File: config.mk
export PLATFORM = sky130hd
export DESIGN_NAME = alternating_bit_endpoint
export DESIGN_NICKNAME = d
export VERILOG_FILES = /design/src/rtl/core/abp_pkg.sv /design/src/rtl/core/abp_cfg.sv /design/src/rtl/core/abp_queue.sv /design/src/rtl/core/abp_resq.sv /design/src/rtl/core/abp_ctrl.sv /design/src/rtl/core/alternating_bit_endpoint.sv
export SDC_FILE = /design/constraint.sdc
export NUM_CORES = 1
export LEC_CHECK = 0
export ABC_AREA = 1
export BUFFER_PORTS_ARGS = -buffer_cell sky130_fd_sc_hd__buf_2
export CORE_MARGIN = 2
export CORE_UTILIZATION = 30
export CTS_BUF_LIST = sky130_fd_sc_hd__clkbuf_4 sky130_fd_sc_hd__clkbuf_8 sky130_fd_sc_hd__clkbuf_16
export DETAILED_ROUTE_END_ITERATION = 7
export SLEW_MARGIN = 20
export SYNTH_ARGS = -nofsm -noshare
export SYNTH_HDL_FRONTEND = slang
export SYNTH_SLANG_ARGS = --single-unit
File: constraint.sdc
create_clock -name clk -period 6.8 [get_ports clk]
set_input_delay 0.34 -clock clk [delete_from_list [all_inputs] [get_ports clk]]
set_output_delay 0.34 -clock clk [all_outputs]
set_load 0.05 [all_outputs]
File: src/rtl/core/abp_pkg.sv
// Shared types and constants for the alternating-bit endpoint.
// Holds word layouts, function and kind codes, register map and queue sizing.
// No dependencies.
package abp_pkg;

  // Byte queue sizing
  localparam int QUEUE_DEPTH = 64;
  localparam int Q_AW        = $clog2(QUEUE_DEPTH);
  localparam int Q_CW        = $clog2(QUEUE_DEPTH + 1);

  // Result buffer sizing
  localparam int RES_DEPTH = 4;
  localparam int RES_AW    = $clog2(RES_DEPTH);
  localparam int RES_CW    = $clog2(RES_DEPTH + 1);

  // Field widths
  localparam int ADDR_W = 48;
  localparam int BYTE_W = 8;
  localparam int CODE_W = 3;
  localparam int RTRY_W = 8;
  localparam int TICK_W = 16;

  // Configuration port
  localparam int CFG_DW = 64;
  localparam int CFG_AW = 5;

  localparam logic [RTRY_W-1:0] RETRY_LIMIT_RST   = 8'd3;
  localparam logic [TICK_W-1:0] TIMEOUT_TICKS_RST = 16'd15;

  typedef enum logic [1:0] {
    REG_DEST_ADDR     = 2'd0,
    REG_RETRY_LIMIT   = 2'd1,
    REG_TIMEOUT_TICKS = 2'd2
  } reg_idx_t;

  typedef enum logic [CODE_W-1:0] {
    FN_USER_BYTE = 3'd0,
    FN_USER_ACK  = 3'd1,
    FN_PEER_DATA = 3'd2,
    FN_PEER_ACK  = 3'd3,
    FN_TICK      = 3'd4
  } func_t;

  typedef enum logic [CODE_W-1:0] {
    KIND_DATA_PEER = 3'd0,
    KIND_ACK_PEER  = 3'd1,
    KIND_DATA_USER = 3'd2,
    KIND_ACK_USER  = 3'd3,
    KIND_DROPPED   = 3'd4
  } kind_t;

  typedef struct packed {
    logic [CODE_W-1:0] func;
    logic [BYTE_W-1:0] data_byte;
    logic              bit_flag;
    logic [ADDR_W-1:0] peer_addr;
  } in_word_t;

  typedef struct packed {
    logic [CODE_W-1:0] kind;
    logic [ADDR_W-1:0] addr_out;
    logic [BYTE_W-1:0] payload;
    logic              bit_out;
    logic              last;
  } out_word_t;

  typedef struct packed {
    logic [ADDR_W-1:0] dest_addr;
    logic [RTRY_W-1:0] retry_limit;
    logic [TICK_W-1:0] timeout_ticks;
  } cfg_regs_t;

  // Control toward the byte queue
  typedef struct packed {
    logic              push;
    logic              pop;
    logic              flush;
    logic [BYTE_W-1:0] push_data;
  } q_cmd_t;

  // Status from the byte queue
  typedef struct packed {
    logic              empty;
    logic              full;
    logic [BYTE_W-1:0] head_data;
  } q_stat_t;

  // Up to two results written into the result buffer per item
  typedef struct packed {
    logic      push0;
    logic      push1;
    out_word_t res0;
    out_word_t res1;
  } res_push_t;

endpackage

File: src/rtl/core/abp_cfg.sv
// Configuration register file with an APB-style access port.
// Depends on abp_pkg for the register map and reset values.
module abp_cfg import abp_pkg::*; (
  input  logic              clk,
  input  logic              rst_n,
  input  logic              psel,
  input  logic              penable,
  input  logic              pwrite,
  input  logic [CFG_AW-1:0] paddr,
  input  logic [CFG_DW-1:0] pwdata,
  output logic [CFG_DW-1:0] prdata,
  output cfg_regs_t         regs
);

  cfg_regs_t regs_r;
  cfg_regs_t regs_nxt;
  reg_idx_t  idx;
  logic      wr_en;

  assign idx   = reg_idx_t'(paddr[CFG_AW-1:3]);
  assign wr_en = psel && penable && pwrite;
  assign regs  = regs_r;

  // Decode the write
  always_comb begin
    regs_nxt = regs_r;
    if (wr_en) begin
      unique case (idx)
        REG_DEST_ADDR:     regs_nxt.dest_addr     = pwdata[ADDR_W-1:0];
        REG_RETRY_LIMIT:   regs_nxt.retry_limit   = pwdata[RTRY_W-1:0];
        REG_TIMEOUT_TICKS: regs_nxt.timeout_ticks = pwdata[TICK_W-1:0];
        default:           regs_nxt = regs_r;
      endcase
    end
  end

  always_ff @(posedge clk) begin
    if (!rst_n) begin
      regs_r.dest_addr     <= '0;
      regs_r.retry_limit   <= RETRY_LIMIT_RST;
      regs_r.timeout_ticks <= TIMEOUT_TICKS_RST;
    end else begin
      regs_r <= regs_nxt;
    end
  end

  // Read back
  always_comb begin
    unique case (idx)
      REG_DEST_ADDR:     prdata = CFG_DW'(regs_r.dest_addr);
      REG_RETRY_LIMIT:   prdata = CFG_DW'(regs_r.retry_limit);
      REG_TIMEOUT_TICKS: prdata = CFG_DW'(regs_r.timeout_ticks);
      default:           prdata = '0;
    endcase
  end

endmodule

File: src/rtl/core/abp_queue.sv
// Byte queue: synchronous memory with head, tail and fill count.
// The next head entry is read every cycle, with a write-to-read bypass.
// Depends on abp_pkg for sizing and the command and status structs.
module abp_queue import abp_pkg::*; (
  input  logic    clk,
  input  logic    rst_n,
  input  q_cmd_t  cmd,
  output q_stat_t stat
);

  logic [BYTE_W-1:0] mem [QUEUE_DEPTH];

  logic [Q_AW-1:0]   head_r, head_nxt;
  logic [Q_AW-1:0]   tail_r, tail_nxt;
  logic [Q_CW-1:0]   count_r, count_nxt;
  logic [BYTE_W-1:0] rdata_r;
  logic [BYTE_W-1:0] byp_data_r;
  logic              byp_r;

  function automatic logic [Q_AW-1:0] wrap_inc(input logic [Q_AW-1:0] x);
    return (x == Q_AW'(QUEUE_DEPTH - 1)) ? '0 : x + 1'b1;
  endfunction

  // Advance pointers and fill count
  always_comb begin
    head_nxt  = head_r;
    tail_nxt  = tail_r;
    count_nxt = count_r;
    if (cmd.flush) begin
      head_nxt  = '0;
      tail_nxt  = '0;
      count_nxt = '0;
    end else if (cmd.push) begin
      tail_nxt  = wrap_inc(tail_r);
      count_nxt = count_r + 1'b1;
    end else if (cmd.pop) begin
      head_nxt  = wrap_inc(head_r);
      count_nxt = count_r - 1'b1;
    end
  end

  always_ff @(posedge clk) begin
    if (!rst_n) begin
      head_r  <= '0;
      tail_r  <= '0;
      count_r <= '0;
      byp_r   <= 1'b0;
    end else begin
      head_r  <= head_nxt;
      tail_r  <= tail_nxt;
      count_r <= count_nxt;
      byp_r   <= cmd.push && (tail_r == head_nxt);
    end
  end

  // Write at tail, read the upcoming head
  always_ff @(posedge clk) begin
    if (cmd.push) begin
      mem[tail_r] <= cmd.push_data;
    end
    rdata_r    <= mem[head_nxt];
    byp_data_r <= cmd.push_data;
  end

  assign stat.empty     = (count_r == '0);
  assign stat.full      = (count_r == Q_CW'(QUEUE_DEPTH));
  assign stat.head_data = byp_r ? byp_data_r : rdata_r;

endmodule

File: src/rtl/core/abp_resq.sv
// Result buffer: small register FIFO taking up to two words per cycle.
// Drives the output channel. Depends on abp_pkg for sizing and word types.
module abp_resq import abp_pkg::*; (
  input  logic      clk,
  input  logic      rst_n,
  input  res_push_t push,
  output logic      room2,
  output logic      out_valid,
  input  logic      out_ready,
  output out_word_t out_data
);

  out_word_t         ent_r [RES_DEPTH];
  logic [RES_AW-1:0] wp_r, rp_r;
  logic [RES_CW-1:0] cnt_r, cnt_nxt;
  logic [RES_AW-1:0] wp_nxt;
  logic              pop;

  assign pop       = out_valid && out_ready;
  assign out_valid = (cnt_r != '0);
  assign out_data  = ent_r[rp_r];
  assign room2     = (cnt_r <= RES_CW'(RES_DEPTH - 2));
  assign wp_nxt    = wp_r + RES_AW'(push.push0) + RES_AW'(push.push1);

  always_comb begin
    cnt_nxt = cnt_r + RES_CW'(push.push0) + RES_CW'(push.push1) - RES_CW'(pop);
  end

  always_ff @(posedge clk) begin
    if (!rst_n) begin
      wp_r  <= '0;
      rp_r  <= '0;
      cnt_r <= '0;
    end else begin
      wp_r  <= wp_nxt;
      rp_r  <= rp_r + RES_AW'(pop);
      cnt_r <= cnt_nxt;
    end
  end

  // Store new words in order
  always_ff @(posedge clk) begin
    if (push.push0) begin
      ent_r[wp_r] <= push.res0;
    end
    if (push.push1) begin
      ent_r[wp_r + 1'b1] <= push.res1;
    end
  end

endmodule

File: src/rtl/core/abp_ctrl.sv
// Protocol control: endpoint state, tick timer and result formation.
// Drives the byte queue and the result buffer. Depends on abp_pkg.
module abp_ctrl import abp_pkg::*; (
  input  logic      clk,
  input  logic      rst_n,
  input  logic      fire,
  input  in_word_t  in_word,
  input  cfg_regs_t regs,
  input  q_stat_t   q_stat,
  output q_cmd_t    q_cmd,
  output res_push_t res_push,
  output logic      waiting
);

  logic              waiting_r, waiting_nxt;
  logic              alt_bit_r, alt_bit_nxt;
  logic [RTRY_W-1:0] retry_r, retry_nxt;
  logic [BYTE_W-1:0] last_sent_r, last_sent_nxt;
  logic [TICK_W-1:0] timer_r, timer_nxt;
  logic              running_r, running_nxt;

  logic [TICK_W-1:0] timer_inc;
  logic [RTRY_W:0]   retry_inc;

  assign timer_inc = timer_r + 1'b1;
  assign retry_inc = {1'b0, retry_r} + 1'b1;
  assign waiting   = waiting_r;

  // Decode one word and update state
  always_comb begin
    waiting_nxt   = waiting_r;
    alt_bit_nxt   = alt_bit_r;
    retry_nxt     = retry_r;
    last_sent_nxt = last_sent_r;
    timer_nxt     = timer_r;
    running_nxt   = running_r;
    q_cmd         = '0;
    q_cmd.push_data = in_word.data_byte;
    res_push      = '0;
    if (fire) begin
      unique case (func_t'(in_word.func))
        FN_USER_BYTE: begin
          if (!waiting_r) begin
            waiting_nxt   = 1'b1;
            alt_bit_nxt   = 1'b0;
            retry_nxt     = '0;
            last_sent_nxt = in_word.data_byte;
            timer_nxt     = '0;
            running_nxt   = 1'b1;
            res_push.push0 = 1'b1;
            res_push.res0  = '{KIND_DATA_PEER, regs.dest_addr, in_word.data_byte,
                               1'b0, 1'b1};
          end else if (q_stat.full) begin
            res_push.push0 = 1'b1;
            res_push.res0  = '{KIND_DROPPED, '0, in_word.data_byte, 1'b0, 1'b1};
          end else begin
            q_cmd.push = 1'b1;
          end
        end
        FN_USER_ACK: begin
          res_push.push0 = 1'b1;
          res_push.res0  = '{KIND_ACK_PEER, regs.dest_addr, '0, in_word.bit_flag, 1'b1};
        end
        FN_PEER_DATA: begin
          res_push.push0 = 1'b1;
          res_push.res0  = '{KIND_DATA_USER, in_word.peer_addr, in_word.data_byte,
                             in_word.bit_flag, 1'b1};
        end
        FN_PEER_ACK: begin
          if (waiting_r) begin
            res_push.push0 = 1'b1;
            if (in_word.bit_flag != alt_bit_r) begin
              // Stale ACK: report only
              res_push.res0 = '{KIND_ACK_USER, '0, '0, in_word.bit_flag, 1'b1};
            end else begin
              res_push.res0  = '{KIND_ACK_USER, '0, '0, in_word.bit_flag, 1'b0};
              res_push.push1 = 1'b1;
              retry_nxt      = '0;
              if (q_stat.empty) begin
                // Send end of transfer and drop back to idle
                res_push.res1 = '{KIND_DATA_PEER, regs.dest_addr, '0, ~alt_bit_r, 1'b1};
                last_sent_nxt = '0;
                waiting_nxt   = 1'b0;
                alt_bit_nxt   = 1'b0;
                timer_nxt     = '0;
                running_nxt   = 1'b0;
              end else begin
                q_cmd.pop     = 1'b1;
                res_push.res1 = '{KIND_DATA_PEER, regs.dest_addr, q_stat.head_data,
                                  ~alt_bit_r, 1'b1};
                last_sent_nxt = q_stat.head_data;
                alt_bit_nxt   = ~alt_bit_r;
                timer_nxt     = '0;
                running_nxt   = 1'b1;
              end
            end
          end
        end
        FN_TICK: begin
          if (waiting_r && running_r) begin
            timer_nxt = timer_inc;
            if (timer_inc >= regs.timeout_ticks) begin
              running_nxt = 1'b0;
              if (retry_inc > {1'b0, regs.retry_limit}) begin
                // Give up: flush and go idle silently
                q_cmd.flush = 1'b1;
                waiting_nxt = 1'b0;
                alt_bit_nxt = 1'b0;
                retry_nxt   = '0;
                timer_nxt   = '0;
              end else begin
                retry_nxt      = retry_inc[RTRY_W-1:0];
                timer_nxt      = '0;
                running_nxt    = 1'b1;
                res_push.push0 = 1'b1;
                res_push.res0  = '{KIND_DATA_PEER, regs.dest_addr, last_sent_r,
                                   alt_bit_r, 1'b1};
              end
            end
          end
        end
        default: begin
          // Unknown function: drop
        end
      endcase
    end
  end

  always_ff @(posedge clk) begin
    if (!rst_n) begin
      waiting_r   <= 1'b0;
      alt_bit_r   <= 1'b0;
      retry_r     <= '0;
      last_sent_r <= '0;
      timer_r     <= '0;
      running_r   <= 1'b0;
    end else begin
      waiting_r   <= waiting_nxt;
      alt_bit_r   <= alt_bit_nxt;
      retry_r     <= retry_nxt;
      last_sent_r <= last_sent_nxt;
      timer_r     <= timer_nxt;
      running_r   <= running_nxt;
    end
  end

endmodule

File: src/rtl/core/alternating_bit_endpoint.sv
// Stop-and-wait alternating-bit endpoint. One input word is taken per clock
// whenever the four-word result buffer has room for two words; the protocol
// state and the byte queue update at that same edge. An ACK that releases the
// next byte yields two result words, so the sustained rate is set by the
// output port. The byte queue is a single-port-write synchronous memory whose
// next head entry is read every cycle with a bypass from the same-cycle
// write, so a dequeue never has to wait for the memory read. The queue
// needs no clearing pass after reset. Configuration registers sit at byte
// addresses 0, 8 and 16 of the port.
module alternating_bit_endpoint import abp_pkg::*; (
  input  logic              clk,
  input  logic              rst_n,
  input  logic              in_valid,
  output logic              in_ready,
  input  in_word_t          in_data,
  output logic              out_valid,
  input  logic              out_ready,
  output out_word_t         out_data,
  input  logic              cfg_psel,
  input  logic              cfg_penable,
  input  logic              cfg_pwrite,
  input  logic [CFG_AW-1:0] cfg_paddr,
  input  logic [CFG_DW-1:0] cfg_pwdata,
  output logic [CFG_DW-1:0] cfg_prdata,
  output logic              cfg_pready
);

  cfg_regs_t regs;
  q_cmd_t    q_cmd;
  q_stat_t   q_stat;
  res_push_t res_push;
  logic      room2;
  logic      fire;
  logic      waiting;

  assign cfg_pready = 1'b1;
  assign in_ready   = room2;
  assign fire       = in_valid && in_ready;

  abp_cfg u_cfg (
    .clk     (clk),
    .rst_n   (rst_n),
    .psel    (cfg_psel),
    .penable (cfg_penable),
    .pwrite  (cfg_pwrite),
    .paddr   (cfg_paddr),
    .pwdata  (cfg_pwdata),
    .prdata  (cfg_prdata),
    .regs    (regs)
  );

  abp_queue u_queue (
    .clk   (clk),
    .rst_n (rst_n),
    .cmd   (q_cmd),
    .stat  (q_stat)
  );

  abp_ctrl u_ctrl (
    .clk      (clk),
    .rst_n    (rst_n),
    .fire     (fire),
    .in_word  (in_data),
    .regs     (regs),
    .q_stat   (q_stat),
    .q_cmd    (q_cmd),
    .res_push (res_push),
    .waiting  (waiting)
  );

  abp_resq u_resq (
    .clk       (clk),
    .rst_n     (rst_n),
    .push      (res_push),
    .room2     (room2),
    .out_valid (out_valid),
    .out_ready (out_ready),
    .out_data  (out_data)
  );

  // Never enqueue into a full queue, never dequeue from an empty one
  a_no_push_full: assert property (@(posedge clk) disable iff (!rst_n)
    q_cmd.push |-> !q_stat.full)
    else $error("byte queue written while full");

  a_no_pop_empty: assert property (@(posedge clk) disable iff (!rst_n)
    q_cmd.pop |-> (!q_stat.empty && waiting))
    else $error("byte queue read while empty or idle");

  // A second result only follows a first one, and only a matched ACK is non-final
  a_pair_order: assert property (@(posedge clk) disable iff (!rst_n)
    res_push.push1 |-> (res_push.push0 && !res_push.res0.last &&
                        res_push.res1.kind == KIND_DATA_PEER))
    else $error("result pair out of order");

  a_nonfinal_kind: assert property (@(posedge clk) disable iff (!rst_n)
    (out_valid && !out_data.last) |-> (out_data.kind == KIND_ACK_USER))
    else $error("non-final word is not a user ack");

endmodule

After elaboration in Yosys (flattened, before gate mapping)
Memories as Yosys holds them, arrays and structs flattened. A register that Yosys moved wholly into a read port is not among the register bits.
Index checks and enable logic that the tools add are counted.
- multiply operators: 0
- multiplexer cells: 83
- equal/unequal tests: 17
- bitwise logic cells: 2
- divide/modulo/power cells: 0
- add/subtract/negate cells: 13
- shift-type cells: 0
- order comparisons: 3
- reduce and logical (&&, ||, !) cells: 23
- operator list (operator ; number):
    $mux W61 ; 5
    $pmux W61 S5 ; 1
    $mux W124 ; 2
    $pmux W48 S3 ; 1
    $mux W58 ; 2
    $mux W8 ; 11
    $mux W16 ; 5
    $pmux W16 S3 ; 1
    $mux W1 ; 39
    $mux W6 ; 5
    $pmux W8 S3 ; 1
    $add A16 B1 Y16 const B ; 1
    $ge A16 B16 Y1 ; 1
    $pmux W8 S2 ; 1
    $mux W7 ; 2
    $add A6 B1 Y6 const B ; 2
    $eq A6 B6 Y1 const B ; 2
    $mux W10 ; 1
    $reduce_and A5 Y1 ; 2
    $add A8 B1 Y9 const B ; 1
    $gt A9 B8 Y1 ; 1
    $pmux W1 S3 ; 3
    $ne A2 B1 Y1 const B ; 4
    $reduce_and A8 Y1 ; 1
    30 further kinds ; 46
- memories: 2
- input port bits: 136
- bits in latches: 0
- output and inout port bits: 128
- word-level logic and storage cells: 160
- bits in writable memories: 756
- flip-flop bits (word level): 142
- memory bits (read-only): 0
- memory list (memory ; words ; bits a word ; rd ports ; clocked after Yosys merged registers in ; wr ports ; line ; source):
    u_queue.mem ; 64 ; 8 ; 1 ; 1 ; 1 ; abp_queue.sv:11 ; logic [BYTE_W-1:0] mem [QUEUE_DEPTH];
    u_resq.ent_r ; 4 ; 61 ; 1 ; 1 ; 2 ; abp_resq.sv:13 ; out_word_t ent_r [RES_DEPTH];

Depth between registers and ports, before layout
- word-level depth: 12
- gate-level depth with buffers: 27
- mapped depth without buffers: 26

Hierarchy
From an unflattened synthesis, not the netlist that was laid out.
- cell total of the unflattened synthesis: 5465
- area total of the unflattened synthesis: 46480.8 um2
- by module, submodules not included (module ; times used ; area each (um2) ; cells an instance ; sequential area each (um2)):
    abp_queue ; 1 ; 24383.4 ; 2305 ; 16095.4
    abp_resq ; 1 ; 14168.6 ; 1832 ; 7467.2
    abp_ctrl ; 1 ; 4324.1 ; 750 ; 700.7
    abp_cfg ; 1 ; 3585.9 ; 574 ; 1441.4
    alternating_bit_endpoint ; 1 ; 18.8 ; 4 ; 0.0

Worst setup path before layout
Ideal clock, no wire load.
- path type: register to register
- start: register u_ctrl.timer_r[0]
- end: memory u_resq.ent_r[0][0] (netlist name) (enable)
- path buffers: 2
- slack: 1851 ps
- period minus slack after synthesis: 4949 ps
- setup time: 648 ps
- required time: 6152 ps
- arrival: 4300 ps
- stages on the path, launching flop included: 20
- cell sequence: dfxtp_1 -> nand3_1 -> nor3b_1 -> nand3_1 -> nor3_1 -> nand2_1 -> nor3_1 -> nand4_1 -> xnor2_1 -> ha_1 -> a21oi_1 -> o21ai_0 -> a21oi_1 -> nand2_1 -> nand3_4 -> a31oi_4 -> nand2_1 -> buf_2 -> buf_1 -> nand2_1
- RTL lines (what ; line ; source):
    start, declared ; abp_ctrl.sv:19 ; logic [TICK_W-1:0] timer_r, timer_nxt;
    start signal, assigned ; abp_ctrl.sv:142 ; timer_r <= timer_nxt;
    end, declared ; abp_resq.sv:13 ;

Worst setup path in the final report
- start: register u_ctrl.timer_r[0]
- end: register u_queue.rdata_r[4], read port of u_queue.mem
- word-level cells in the longest chain between the ends: 7
- ends and longest elaborated chain (what ; line ; source):
    $add A16 B1 Y16 ; abp_ctrl.sv:25 ; assign timer_inc = timer_r + 1'b1;
    $ge A16 B16 Y1 ; abp_ctrl.sv:102 ; if (timer_inc >= regs.timeout_ticks) begin
    $mux W1 ; abp_ctrl.sv:102 ;
    $mux W1 ; abp_ctrl.sv:100 ; if (waiting_r && running_r) begin
    $mux W1 ; abp_ctrl.sv:41 ; unique case (func_t'(in_word.func))
    $mux W3 ; abp_ctrl.sv:40 ; if (fire) begin
    $mux W6 ; abp_queue.sv:29 ; if (cmd.flush) begin
    end, declared ; abp_queue.sv:16 ; logic [BYTE_W-1:0] rdata_r;
Every way passes these cells.
A chain may end at the register's enable or synchronous reset.

==> results.json <==
{
  "outcome": "completed",
  "p_leak_nw": 18.3,
  "path_clk_slew_ns": 0.06,
  "fin_crit_sh_pct": 80.3,
  "netlist.area_leader.share_pct": 53.3,
  "grtUsageTotal_pct": 16.3,
  "cap_violations": 0,
  "clkPwrFrac_pct": 38.8,
  "powerDensity_nw_per_um2": 278,
  "cpPeakStageDelay_ns": 0.57,
  "drc_errors": 0,
  "die_y_um": 378,
  "max_freq_mhz": 183,
  "num_vias": 32374,
  "grt-ovfl-total": 0,
  "p_int_w": 0.00950,
  "rows": 137,
  "stdcell_count": 6489,
  "grt_max_degree": 160,
  "grt_pass1_vias": 30448,
  "nets": 4712,
  "critPathRequiredTime_ns": 7.35,
  "critical_path.top_delay_family": "simple AND/OR/NAND/NOR gates",
  "finalSetupTns_ns": 0,
  "cp_cell_sequence": "nand3_1 > nor3b_1 > nand3_1 > nor3_1 > nand2_1 > nor3_1 > nand4_1 > xnor2_1 > ha_1 > a21oi_1 > o21ai_0 > a21oi_1 > nand2_1 > nand3_1 > nor2_2 > nor2_4 > buf_12 > nand2_1 > nand2_1 > nand3_1 > nand3_1 > nand3_1 > nand3_1 > nand2_1",
  "drt_iter0_markers": 3139,
  "top_usage_layer": "met2",
  "numClockSinks": 906,
  "drv_slew": 0,
  "synth_area_per_cell_um2": 9.57,
  "hp-class": "primary input to register",
  "cts_made_buffers": 93,
  "crit_path_start": "u_ctrl.timer_r[0]",
  "portBuffers": 227,
  "wl_per_cell_um": 18.6,
  "yosysTopAreaCell": "edfxtp_1",
  "netSwitchingFraction_pct": 29.1,
  "r2r_start": "u_ctrl.timer_r[0]",
  "worst-path-buf-inv": 1,
  "cts_root_buf": "clkbuf_16",
  "skew_ns": 0.0248,
  "pin_count": 264,
  "grt_antenna_before_repair": 6,
  "clk_path_buf_depth": 3,
  "combPwrFrac_pct": 15.3,
  "synth_edf_count": 744,
  "ys_seq_area_share_pct": 61.0,
  "gp_congestion": 0.832,
  "path_common_cell": "nand3_1",
  "ys_types": 53,
  "p_seq_share_pct": 45.9,
  "worstMarginPinSlew_ns": 1.10,
  "cp-start-kind": "register",
  "arrival_ns": 6.01,
  "synthFlopType": "edfxtp_1",
  "fin_crit_ns": 5.46,
  "rsz0062_at_grt": "false",
  "grtUsageMet2_pct": 26.1,
  "met3_usage_pct": 2.98,
  "wl_mm": 121,
  "drive_gt1_share_pct": 11.7,
  "netlist_area_um2": 41900,
  "route.antenna.remaining_nets": 0,
  "final-setup-viol-count": 0,
  "start_util_pct": 30.1,
  "drtPass1Iterations": 6,
  "htreeDepth": 3,
  "hp-start": "cfg_pwdata[23]",
  "peakVddDrop_mv": 0.239,
  "synth_cells": 4381,
  "yosys_warnings": 0,
  "synth_top_cells_by_area": "edfxtp_1 (53%), dfxtp_1 (7.7%), nand3_1 (6.5%)",
  "critPathKind": "register to register",
  "hold_viol": 0,
  "setup.worst_path.end_class": "register",
  "grt_util_met1_pct": 22.4,
  "clock_insertion_delay_worst_skew_ns": 0.66,
  "die_area_um2": 143000,
  "slowest_stage": "buf_12",
  "area_delta_synth_final_pct": 15.1,
  "grt_pass1_wl_mm": 182,
  "dp_cells": 6271,
  "core_um2": 139000,
  "cts_tree": "built",
  "power.net_switching_w": 0.00389,
  "via_per_inst": 4.99,
  "dp_hpwl_mm": 71.6,
  "die_x_um": 378,
  "worst-path-max-fanout": 159,
  "ys_ff_latch": 906,
  "synth-async-reset-ratio_pct": 0,
  "cts_setup_buffers": 0,
  "relSlewSlack_pct": 26.0
}
[state kept, by name, indices dropped and copies added (netlist names)]
| register | cells |
|---|---|
| u_ctrl.alt_bit_r | 1 |
| u_queue.head_r | 6 |
| u_ctrl.running_r | 1 |
| u_queue.byp_r | 1 |
| u_queue.byp_data_r | 8 |
| u_queue.count_r | 7 |
| u_resq.wp_r | 2 |
| u_queue.tail_r | 6 |
| u_ctrl.last_sent_r | 8 |
| u_queue.rdata_r | 8 |
| u_ctrl.timer_r | 16 |
| u_ctrl.waiting | 1 |
| u_resq.ent_r | 244 |
| u_resq.rp_r | 2 |
| u_queue.mem | 512 |
| u_ctrl.retry_r | 8 |
| u_resq.cnt_r | 3 |
| u_cfg.regs | 72 |
[worst register-to-register path, cell delays in order, from the launching register on]
cell and delay (ns):
dfxtp_1 0.43, nand3_1 0.14, nor3b_1 0.34, nand3_1 0.18, nor3_1 0.30, nand2_1 0.12
nor3_1 0.33, nand4_1 0.17, xnor2_1 0.25, ha_1 0.28, a21oi_1 0.13, o21ai_0 0.09
a21oi_1 0.12, nand2_1 0.17, nand3_1 0.35, nor2_2 0.15, nor2_4 0.13, buf_12 0.57
nand2_1 0.24, nand2_1 0.12, nand3_1 0.08, nand3_1 0.20, nand3_1 0.20, nand3_1 0.22
nand2_1 0.07
[worst paths after layout]
path | endpoint | slack, ns | depth (start not counted)
min | u_cfg.regs[47] | 0.04 | 3
max reg2reg | u_queue.rdata_r[4] | 1.34 | 24
min reg2reg | u_resq.ent_r[2][59] | 0.48 | 2
max | u_queue.rdata_r[4] | 1.34 | 24
[cell families after synthesis]
kind of cell	count (synthesis)	share of synthesized area, %
and+or+nand+nor	1833	18.8
DFF	906	61.0
buffers and inverters	822	8.07
AOI/OAI and AO/OA	746	10.2
adders and majority gates	41	1.30
xor gates and xnor gates	31	0.648
other	2	0.0179
[per-stage QoR]
step / total power [W] / hold slack (ns) / worst slack [ns] / cell area, um2 / util, %
floorplan: 0.00763 / 0.368 / 1.85 / 42000 / -
global placement: 0.00828 / 0.460 / 1.51 / 44700 / 32.1
detailed placement: 0.00829 / 0.469 / 1.44 / 44700 / 32.1
CTS: 0.0135 / 0.00999 / 1.37 / 48200 / 34.7
global route: 0.0138 / 0.0118 / 0.815 / 48200 / 34.7
finish: 0.0134 / 0.0393 / 1.34 / 48300 / 34.7
[layout make-up]
cell class,instances,area (um2)
fill,14020,90900
sequential,906,25600
multi-input combinational,2668,13100
clock buffer,123,2650
tap,1876,2350
timing repair buffer,329,2110
inverter,537,2020
clock inverter,45,433
antenna,5,12.5
[cell usage in the layout (no fill, tap or decap), types with 8 or more instances in the layout]
master         netlist  routed
edfxtp_1           744     744
nand2_1            639     626
nor2_1             564     563
nand3_1            543     543
inv_1              522     518
o22ai_1            300     300
o21ai_0            297     297
buf_2               74     227
dfxtp_1            162     160
clkbuf_16            0      97
a21oi_1             90      90
buf_4               44      49
dlygate4sd3_1        0      45
nand2_2             25      37
ha_1                37      37
clkbuf_4             0      22
xor2_1              20      20
clkinv_2             1      20
a22oi_1             20      20
conb_1               2      17
clkinv_1             3      15
xnor2_1             11      11
inv_2               10      11
nand3_2             11      11
or2_2                9      10
a31oi_1             10      10
buf_12               0       8
[synthesized netlist by cell type, types with 25 or more instances]
cell and n:
nand2_2 25, a21oi_1 90, ha_1 37, edfxtp_1 744, nor2_1 564, nand2_1 639, clkbuf_1 146, buf_2 74
o21ai_0 297, dfxtp_1 162, buf_4 44, inv_1 522, nand3_1 543, o22ai_1 300
[power groups by stage]
stage,combinational (W),sequential [W],clock [W]
after floorplan,0.00141,0.00622,0
after detailed placement,0.00202,0.00627,0
final,0.00205,0.00615,0.00519
after CTS,0.00205,0.00615,0.00528
after global routing,0.00218,0.00616,0.00549
after global placement,0.00201,0.00626,0
[routing by layer]
layer	share of wire (%)	vias up
met5	0.011	-
met4	2.6	2
met3	8.1	204
met2	46	1307
met1	43	15609
li1	-	15252
[timing repair]
| action | in CTS | in global routing |
|---|---|---|
| hold buffers | 45 | 0 |
| resized for setup | 0 | 0 |
| hold endpoints to repair | 64 | 0 |
Note: power is estimated with default switching activity, not from simulation.
